$ cat config.mk
export PLATFORM = sky130hd
export DESIGN_NAME = mesh_neighbor_route_table
export DESIGN_NICKNAME = d
export VERILOG_FILES = /design/src/hdl/mnrt_pkg.sv /design/src/hdl/mesh_neighbor_route_table.sv
export SDC_FILE = /design/constraint.sdc
export NUM_CORES = 1
export LEC_CHECK = 0
export BUFFER_PORTS_ARGS = -buffer_cell sky130_fd_sc_hd__buf_2
export CORE_ASPECT_RATIO = 1.4
export CORE_MARGIN = 2
export CORE_UTILIZATION = 40
export CTS_BUF_LIST = sky130_fd_sc_hd__clkbuf_4 sky130_fd_sc_hd__clkbuf_8
export DETAILED_ROUTE_END_ITERATION = 16
export PLACE_DENSITY = 0.64
export SLEW_MARGIN = 20
export SYNTH_ARGS = -nofsm -noshare
export SYNTH_HDL_FRONTEND = slang
export SYNTH_SLANG_ARGS = --single-unit
export TNS_END_PERCENT = 10
$ cat constraint.sdc
create_clock -name clk -period 10.9 [get_ports clk]
set_input_delay 1.09 -clock clk [delete_from_list [all_inputs] [get_ports clk]]
set_output_delay 1.09 -clock clk [all_outputs]
set_load 0.1 [all_outputs]
$ cat src/hdl/mnrt_pkg.sv
// Package: opcodes, payload structs, register indexes and a shared freshness helper for the route table.
`timescale 1ns / 1ps
`default_nettype none
package mnrt_pkg;
	localparam logic [1:0] OP_HEARTBEAT = 2'd0;
	localparam logic [1:0] OP_TICK      = 2'd1;
	localparam logic [1:0] OP_INET      = 2'd2;
	localparam logic [1:0] OP_QUERY     = 2'd3;

	localparam logic [1:0] REG_SELF_ID  = 2'd0;
	localparam logic [1:0] REG_NBR_TO   = 2'd1;
	localparam logic [1:0] REG_INET_TO  = 2'd2;
	localparam logic [1:0] REG_RECOMP   = 2'd3;

	typedef struct packed {
		logic [1:0]  op;
		logic [31:0] now_ms;
		logic [31:0] node_id;
		logic [15:0] heard_range;
		logic        online;
	} mnrt_in_t;

	typedef struct packed {
		logic [15:0] gateway_distance;
		logic        changed;
		logic [3:0]  fresh_neighbors;
		logic        path_active;
	} mnrt_out_t;

	// Wrap-safe freshness: signed (now - then) below a non-negative timeout.
	function automatic logic is_fresh(input logic [31:0] now, input logic [31:0] then,
		input logic [30:0] timeout);
		logic [31:0] d;
		begin
			d = now - then;
			is_fresh = d[31] || (d[30:0] < timeout);
		end
	endfunction
endpackage
`default_nettype wire

$ cat src/hdl/mesh_neighbor_route_table.sv
// Mesh neighbour route table. The entry memory has a single read port, so a heartbeat from
// another node walks the table once to search and once to count, and every other item walks
// it once to count; a tick then updates the route distance. The result sits in an output
// register; the next item is taken while it waits, and that item stalls before its result
// until the register is read. Reset clears valid bits and route state and loads the
// configuration defaults; the entry memory is not cleared.
`timescale 1ns / 1ps
`default_nettype none
module mesh_neighbor_route_table import mnrt_pkg::*; #(
	parameter int TABLE_ENTRIES = 8,
	parameter int NO_ROUTE      = 65535
) (
	input  wire logic      clk,
	input  wire logic      arst_n,
	input  wire logic      in_valid,
	output logic           in_ready,
	input  wire mnrt_in_t  in_data,
	output logic           out_valid,
	input  wire logic      out_ready,
	output mnrt_out_t      out_data,
	input  wire logic      cfg_valid,
	output logic           cfg_ready,
	input  wire logic [1:0]  cfg_index,
	input  wire logic [31:0] cfg_data
);
	localparam int IW = (TABLE_ENTRIES > 1) ? $clog2(TABLE_ENTRIES) : 1;
	localparam int CW = $clog2(TABLE_ENTRIES + 1);
	localparam logic [15:0] NR = 16'(NO_ROUTE);

	localparam logic [2:0] ST_IDLE = 3'd0, ST_SCAN = 3'd1, ST_WRITE = 3'd2,
		ST_COUNT = 3'd3, ST_TICK = 3'd4, ST_DONE = 3'd5;

	typedef struct packed {
		logic [31:0] node;
		logic [15:0] range;
		logic [31:0] seen;
	} entry_t;

	// configuration
	logic [31:0] self_id_q;
	logic [30:0] nbr_to_q, inet_to_q, recomp_q;
	assign cfg_ready = 1'b1;
	always_ff @(posedge clk or negedge arst_n) begin
		if (!arst_n) begin
			self_id_q <= '0;
			nbr_to_q  <= 31'd30000;
			inet_to_q <= 31'd60000;
			recomp_q  <= 31'd5000;
		end else if (cfg_valid) begin
			unique case (cfg_index)
				REG_SELF_ID: self_id_q <= cfg_data;
				REG_NBR_TO:  nbr_to_q  <= cfg_data[30:0];
				REG_INET_TO: inet_to_q <= cfg_data[30:0];
				REG_RECOMP:  recomp_q  <= cfg_data[30:0];
				default: ;
			endcase
		end
	end

	// entry memory, one read and one write port
	entry_t mem [TABLE_ENTRIES];
	entry_t rd_q;
	logic [IW-1:0] raddr;
	logic we;
	logic [IW-1:0] waddr;
	entry_t wdata;
	always_ff @(posedge clk) begin
		if (we) mem[waddr] <= wdata;
		rd_q <= mem[raddr];
	end

	logic [TABLE_ENTRIES-1:0] used_q;
	logic [2:0] st_q;
	mnrt_in_t item_q;
	logic [CW-1:0] idx_q;       // address issued
	logic rv_q;                 // rd_q valid
	logic [IW-1:0] ridx_q;      // index of rd_q
	logic found_q, hitm_q, hits_q;
	logic [IW-1:0] match_q, stale_q, old_q;
	logic [31:0] old_seen_q;
	logic [3:0] count_q;
	logic [15:0] best_q;
	logic [15:0] dist_q;
	logic up_on_q;
	logic [31:0] up_stamp_q, rc_stamp_q;
	logic [15:0] prev_q;
	mnrt_out_t res_q;
	logic ov_q;

	assign raddr = idx_q[IW-1:0];
	assign in_ready = (st_q == ST_IDLE);
	assign out_valid = ov_q;
	assign out_data = res_q;

	logic r_used, r_fresh;
	logic [31:0] dseen;
	logic [IW-1:0] tgt;
	logic [15:0] r1;
	logic pa;
	always_comb begin
		r_used  = used_q[ridx_q];
		r_fresh = r_used && is_fresh(item_q.now_ms, rd_q.seen, nbr_to_q);
		dseen   = rd_q.seen - old_seen_q;
		r1      = rd_q.range + 16'd1;
		tgt     = hitm_q ? match_q : (hits_q ? stale_q : old_q);
		pa      = up_on_q && is_fresh(item_q.now_ms, up_stamp_q, inet_to_q);
		we      = (st_q == ST_WRITE);
		waddr   = tgt;
		wdata.node  = item_q.node_id;
		wdata.range = item_q.heard_range;
		wdata.seen  = item_q.now_ms;
	end

	always_ff @(posedge clk or negedge arst_n) begin
		if (!arst_n) begin
			st_q <= ST_IDLE; ov_q <= 1'b0; used_q <= '0; idx_q <= '0; rv_q <= 1'b0;
			dist_q <= NR; up_on_q <= 1'b0; up_stamp_q <= '0; rc_stamp_q <= '0;
		end else begin
			if (ov_q && out_ready && st_q != ST_DONE) ov_q <= 1'b0;
			unique case (st_q)
				ST_IDLE: if (in_valid && in_ready) begin
					item_q <= in_data; idx_q <= CW'(1); rv_q <= 1'b1; ridx_q <= '0;
					hitm_q <= 1'b0; hits_q <= 1'b0; found_q <= 1'b0; old_q <= '0;
					count_q <= '0; best_q <= NR; prev_q <= dist_q;
					if (in_data.op == OP_HEARTBEAT && in_data.node_id != self_id_q)
						st_q <= ST_SCAN;
					else begin
						st_q <= ST_COUNT;
						if (in_data.op == OP_INET) begin
							up_on_q <= in_data.online; up_stamp_q <= in_data.now_ms;
							dist_q <= in_data.online ? 16'd0 : NR;
							if (!in_data.online) rc_stamp_q <= '0;
						end
					end
				end
				// search for match, first stale slot, oldest slot
				ST_SCAN: begin
					if (ridx_q == '0) old_seen_q <= rd_q.seen;
					if (r_used && rd_q.node == item_q.node_id && !hitm_q) begin
						hitm_q <= 1'b1; match_q <= ridx_q;
					end
					if (!found_q) begin
						if (!r_fresh) begin
							found_q <= 1'b1; hits_q <= 1'b1; stale_q <= ridx_q;
						end else if (ridx_q != '0 && dseen[31]) begin
							old_q <= ridx_q; old_seen_q <= rd_q.seen;
						end
					end
					if (32'(ridx_q) == TABLE_ENTRIES - 1) st_q <= ST_WRITE;
					else begin
						ridx_q <= ridx_q + 1'b1;
						idx_q <= (32'(idx_q) == TABLE_ENTRIES - 1) ? '0 : idx_q + 1'b1;
					end
				end
				ST_WRITE: begin
					used_q[tgt] <= 1'b1; st_q <= ST_COUNT; idx_q <= '0; rv_q <= 1'b0;
					ridx_q <= '0;
				end
				// count fresh entries, best range; read issued next cycle after write
				ST_COUNT: begin
					if (!rv_q) begin
						rv_q <= 1'b1; idx_q <= CW'(1);
					end else begin
						if (r_fresh) begin
							if (count_q != 4'd15) count_q <= count_q + 4'd1;
							if (rd_q.range < NR - 16'd1 && r1 < best_q) best_q <= r1;
						end
						if (32'(ridx_q) == TABLE_ENTRIES - 1)
							st_q <= (item_q.op == OP_TICK) ? ST_TICK : ST_DONE;
						else begin
							ridx_q <= ridx_q + 1'b1;
							idx_q <= (32'(idx_q) == TABLE_ENTRIES - 1) ? '0 : idx_q + 1'b1;
						end
					end
				end
				ST_TICK: begin
					if (up_on_q && !pa) begin
						up_on_q <= 1'b0; dist_q <= best_q; rc_stamp_q <= item_q.now_ms;
					end else if (pa) dist_q <= 16'd0;
					else if (rc_stamp_q == '0 ||
						!is_fresh(item_q.now_ms, rc_stamp_q, recomp_q)) begin
						dist_q <= best_q; rc_stamp_q <= item_q.now_ms;
					end
					st_q <= ST_DONE;
				end
				// load the output register once it is free or being read
				ST_DONE: if (!ov_q || out_ready) begin
					res_q.gateway_distance <= pa ? 16'd0 : dist_q;
					res_q.changed <= (item_q.op == OP_TICK) && (prev_q != dist_q);
					res_q.fresh_neighbors <= count_q;
					res_q.path_active <= pa;
					ov_q <= 1'b1; st_q <= ST_IDLE; idx_q <= '0; rv_q <= 1'b0;
				end
				default: st_q <= ST_IDLE;
			endcase
		end
	end

`ifndef SYNTHESIS
	a_one_item: assert property (@(posedge clk) disable iff (!arst_n)
		(in_valid && in_ready) |=> !in_ready) else $error("item taken twice");
	a_hold: assert property (@(posedge clk) disable iff (!arst_n)
		(out_valid && !out_ready) |=> (out_valid && $stable(out_data))) else $error("result lost");
	a_active_zero: assert property (@(posedge clk) disable iff (!arst_n)
		(out_valid && out_data.path_active) |-> out_data.gateway_distance == 16'd0)
		else $error("active path with distance");
`endif
endmodule
`default_nettype wire
==> metrics, run 1 <==
DR iter-0 viols=2110; met2 routed WL=58.6 mm; FP Rows=153; CTS Buffer Depth=3; list of most frequent post-synthesis cells=827 x edfxtp_1, 253 x inv_1, 233 x ha_1; DP Cell Count=~5000; CP endpoint kind=register; Leak=0.0214 uW; Final nets=3929; Clock Pin Slew Worst Setup and Hold Paths=60 ps; PortBufs=about 150; r2r setup slk=about 4300 ps; ANT nets after route=0; reg2reg start=item_q[50]$_DFFE_PP_; CTS Root Cell=clkbuf_8; CP Launch Type=register; Vias/cell=5.31; Critical Path Fanout Max=32; Worst EP arrival=7370 ps; number of global-route vias before repair=29548; WS Path Type=reg -> reg; count leader, synth=edfxtp_1; asr flop ratio synth=0.197; largest net degree at the start of global routing=112; Synth Cell Area=50200 um2; post-cts resize count=0; RD Place Congestion=0.854; Area Growth Syn to Fin=12.9%; highest routed layer=met5; crit path from=item_q[50]$_DFFE_PP_; RSZ-0062 raised after global routing=false; peak supply drop=~210 uV; wire per inst=21.9 um; GR Overflow Total=0; CTS Sinks=roughly 1100; antenna violations before repair=22; Hold Crit Class=in -> async; syn avg cell area=15.1 um2; TritonCTS clock tree=yes; setup TNS=0 ps; IO Count=147; Die Ht=423 um; Post-Route M1 WL=roughly 48 mm; clock skew=between 50 and 60 ps; first drt pass iteration count=6; Synth area leaders=edfxtp_1 50%, dfrtp_1 9.4%, mux4_2 7.3%; HPWL Detailed=78.0 mm; Setup-failing EPs final=0; FF-to-FF End=rc_stamp_q[27]$_DFFE_PN0P_; Max Slew Vio Count=0; post-synth cell types=82; Placeable Area=~120000 um2; Critical Path Sink=rc_stamp_q[27]$_DFFE_PN0P_; max-cap violation count=0; die outline width=303 um; GR Util All Layers=0.186; Seq pwr share=0.392; Mapped Cells=between 3000 and 4000; Starting Density=0.404; register area share after synthesis=0.639; Post-synth EDFFs=between 800 and 900; max_slew headroom=0.291; WP data required=11660 ps; latest clock arrival within the worst-skew pair=880 ps; fin crit period=approximately 6600 ps; cell taking the most area after synthesis=edfxtp_1; outcome=finished, final reports clean; Final period util=0.606; global-route wire length before repair=177 mm; share of cells above drive strength 1=0.252; Die ar.=128000 um2; vias=28404; post-synthesis register bit count=about 1100; worst r2r path cells=22; fmax=~150 MHz; Post-Route WL=117 mm; # hold bufs at CTS=0; number of cells in the finished layout apart from fillers=5351; syn nets=3671; Post-route DRC=0; Routed met3 length=6.31 mm; Cell Pwr Density=around 280 nW/um2; hold violation total from the final report=0; CTS buffer count=170; Worst Max-Slew Pin Slew=1060 ps; H-tree depth=4; clock share of power=0.236; Logic pwr share=0.372; Primary FF master, synth=edfxtp_1; switching power=5520 uW; switching part of the total=0.346; Setup Fix Bufs, Post-CTS=0; post-synth top area share=0.495; Syn. warnings=0; Internal=around 10000 uW
==> layout by cell type, fill, tap and decap left out, types with 80 or more instances in the layout <==
master and instances:
nor2_1 101, a21oi_1 131, buf_2 144, mux2_2 207, o21ai_0 110, clkbuf_8 186, edfxtp_1 827, inv_1 252
nand2_1 142, xnor2_1 120, mux4_2 162, dfxtp_1 80, dfrtp_1 185, ha_1 233
==> per-layer routing <==
layer,track usage,vias up
met5,0,-
met4,0.0713,2
met1,0.237,14398
met2,0.315,746
met3,0.0324,210
li1,-,13048
==> logic make-up (layout without fill, tap and decap cells) <==
logic type	Yosys count	after routing	share of synthesized area
flops	1130	1130	0.639
simple gates	519	519	0.0515
compound gates	489	489	0.0641
mux	406	406	0.127
buf+inv	352	760	0.0277
fa+ha+maj	236	236	0.0593
xor+xnor	180	180	0.0314
other cells	1	4	0.0000748
==> worst max-delay path, cell delays in order, from the launching register on <==
cell	delay [ps]
edfxtp_1	660
inv_1	180
fa_1	500
nor2b_1	170
o211ai_1	120
a21oi_1	420
o21a_1	260
o211ai_1	230
o22ai_1	280
nor4_1	100
nor4b_1	300
nor2_1	80
xnor2_1	130
ha_1	320
nand4_1	140
nor3_1	260
nand3_1	110
nor4b_1	290
a211o_1	150
o221ai_2	150
a21oi_4	560
a21boi_4	850
a22o_1	240
==> area by class of cell <==
type	count	area (um2)
clock inverter	64	642
timing repair buffer	184	1040
clock buffer	258	3100
multi-input combinational	1831	16800
inverter	254	953
fill	10866	67600
antenna	3	7.51
tap	1627	2040
sequential	1130	32100
==> registers in the layout, indices dropped and copies added (netlist names), 32 cells and up <==
signal	flops
mem	640
item_q	82
rd_q	80
old_seen_q	32
rc_stamp_q	32
self_id_q	32
up_stamp_q	32
==> through the flow <==
step	util	instance area [um2]	hold slack [ps]	setup slack, ps	power (uW)
after floorplan	-	50200	434	4470	10700
after global placement	0.426	52900	447	4360	12200
after detailed placement	0.426	52900	451	4300	12300
after CTS	0.456	56600	128	4260	16100
after global routing	0.456	56600	166	3660	17000
final	0.456	56600	186	4290	15900
==> how the worst min path moves through the flow <==
stage,startpoint,end,cells after the start
global route,arst_n,self_id_q[1]$_DFFE_PN0P_,1
finish,arst_n,self_id_q[1]$_DFFE_PN0P_,1
global placement,used_q[3]$_DFFE_PN0P_,used_q[3]$_DFFE_PN0P_,1
CTS,arst_n,self_id_q[1]$_DFFE_PN0P_,1
detailed placement,used_q[3]$_DFFE_PN0P_,used_q[3]$_DFFE_PN0P_,1
floorplan,used_q[1]$_DFFE_PN0P_,used_q[1]$_DFFE_PN0P_,1
==> power groups by stage <==
stage	logic (uW)	registers, uW	clock network (uW)
after floorplan	4610	6060	0
after detailed placement	5960	6350	0
final	5930	6250	3760
after global placement	5900	6320	0
after CTS	6000	6270	3860
after global routing	6630	6360	4030
Power figures use the tool's default switching activity.
==> run 2: changes to the inputs <==
clock period = 6.55 ns   (was 10.9 ns; I/O delays follow)
==> metrics, run 2 (synthesized netlist as in run 1, its figures left out) <==
Final period util=0.927; Die Ht=423 um; IO Count=147; H-tree depth=4; r2r setup slk=480 ps; wire per inst=21.6 um; vias=28606; largest net degree at the start of global routing=108; CP Launch Type=register; Worst Max-Slew Pin Slew=~1100 ps; Critical-path top delay cell=o31ai_1; fmax=between 150 and 200 MHz; fin crit period=roughly 6100 ps; ANT nets after route=0; Post-route DRC=0; biggest regs=mem (640), item_q (82), rd_q (80); DP Cell Count=5033; RSZ-0062 raised after global routing=false; Hold Crit Class=in -> reg; Vias/cell=5.25; number of cells in the finished layout apart from fillers=5448; latest clock arrival within the worst-skew pair=890 ps; CTS Sinks=1130; CTS buffer count=174; outcome=finished, final reports clean; setup TNS=0 ps; post-cts resize count=0; antenna violations before repair=13; peak supply drop=about 290 uV; Die ar.=128000 um2; Placeable Area=124000 um2; CP Cell Sequence=inv_1 -> ha_1 -> inv_1 -> fa_1 -> a21o_1 -> a21oi_1 -> o21ai_0 -> a41o_1 -> a21oi_1 -> a311o_1 -> a21oi_1 -> or3_1 -> a21oi_1 -> xnor2_1 -> ha_1 -> a21o_1 -> a21o_1 -> a21oi_1 -> o21ai_0 -> o21ai_0 -> nor2_1 -> o31ai_1 -> o211a_1 -> buf_4; Biggest register=mem; # hold bufs at CTS=80; max_slew headroom=0.300; DR iter-0 viols=slightly above 2000; Leak=0.0218 uW; most frequent cells in the layout=827 x edfxtp_1, 252 x inv_1, 233 x ha_1; FP Rows=approximately 150; Pwr Total=around 26000 uW; Top delay family on crit path=compound AO/OA/AOI/OAI gates; GR Util All Layers=0.186; Setup-failing EPs final=0; die outline width=303 um; Final Cell Area=57500 um2; hold violation total from the final report=0; Max Slew Vio Count=0; CP endpoint kind=register; WS Path Type=reg -> reg; GR Overflow Total=0; clock skew=43.1 ps; Starting Density=0.404; RD Place Congestion=~0.87; CTS Root Cell=clkbuf_8; Worst EP arrival=6620 ps; Area Growth Syn to Fin=14.6%; global-route wire length before repair=177 mm; Setup Fix Bufs, Post-CTS=0; Cell Pwr Density=around 460 nW/um2; Clock Pin Slew Worst Setup and Hold Paths=60 ps; Critical Path Fanout Max=16; max FFs per register=between 600 and 700; Most common cell on crit path=a21oi_1; PortBufs=145; Post-Route WL=118 mm; TritonCTS clock tree=yes; most common cell after layout, fill and taps aside=edfxtp_1; share of cells above drive strength 1=0.247; Placed Area=53000 um2; WP buf/inv=3; number of global-route vias before repair=29745; Hold WS=101 ps; first drt pass iteration count=7; Final nets=4020; HPWL Detailed=78.8 mm; CTS Buffer Depth=3; WP data required=7100 ps; max-cap violation count=0; Max stage delay on crit path=440 ps
[run 2: cell count changes in the layout (fill, tap and decap cells not counted), sizes merged]
cell and delta:
clkinv -4, clkinvlp +1, diode +2, buf +7, bufinv -6, clkbuf +17, dlygate4sd3 +80
[run 2: final cells by class]
cell class	instances	area, um2
Tap cell	1627	2040
Clock buffer	275	3250
Sequential cell	1130	32100
Multi-Input combinational cell	1831	16800
Clock inverter	55	428
Antenna cell	5	12.5
Inverter	254	953
Fill cell	10830	66800
Timing Repair Buffer	271	1930
[run 2: worst paths after layout]
| check | from | to | cells after the start |
|---|---|---|---|
| worst max-delay path | item_q[49]$_DFFE_PP_ | best_q[6]$_SDFFCE_PN1P_ | 24 |
| worst min-delay path | in_data[37] | item_q[37]$_DFFE_PP_ | 1 |
| worst max register to register | item_q[49]$_DFFE_PP_ | best_q[6]$_SDFFCE_PN1P_ | 24 |
| worst min register to register | used_q[1]$_DFFE_PN0P_ | used_q[1]$_DFFE_PN0P_ | 1 |
| max in group asynchronous | arst_n | recomp_q[28]$_DFFE_PN0P_ | 4 |
| min in group asynchronous | arst_n | nbr_to_q[19]$_DFFE_PN0P_ | 2 |
[run 2: worst reg2reg max path, delay by kind of cell (launching register included)]
kind | cells | cell delay [ps]
AO/OA/AOI/OAI | 15 | 3430
XOR/XNOR | 1 | 140
adder cells (fa/ha/maj) | 3 | 860
buffers and inverters | 3 | 460
flip-flops | 1 | 390
AND/OR/NAND/NOR | 2 | 470
[run 2: metal layers]
layer | part of all wire | vias to the layer above | global-route usage
met3 | 0.044 | 197 | 0.0308
met1 | 0.42 | 14505 | 0.232
li1 | - | 13240 | -
met5 | 0.00014 | - | 0
met2 | 0.51 | 662 | 0.322
met4 | 0.028 | 2 | 0.0684
[run 2: power by group]
group / internal [uW] / total, uW / switching (uW)
clock network: 3340 / 6120 / 2780
logic: 4630 / 9910 / 5280
registers: 9330 / 10400 / 1090
total: 17300 / 26500 / 9160
[run 2: per-stage QoR]
stage,util,setup slack [ps]
after global routing,0.463,73.6
after CTS,0.462,502
after global placement,0.426,562
after floorplan,-,510
after detailed placement,0.426,527
final,0.463,481
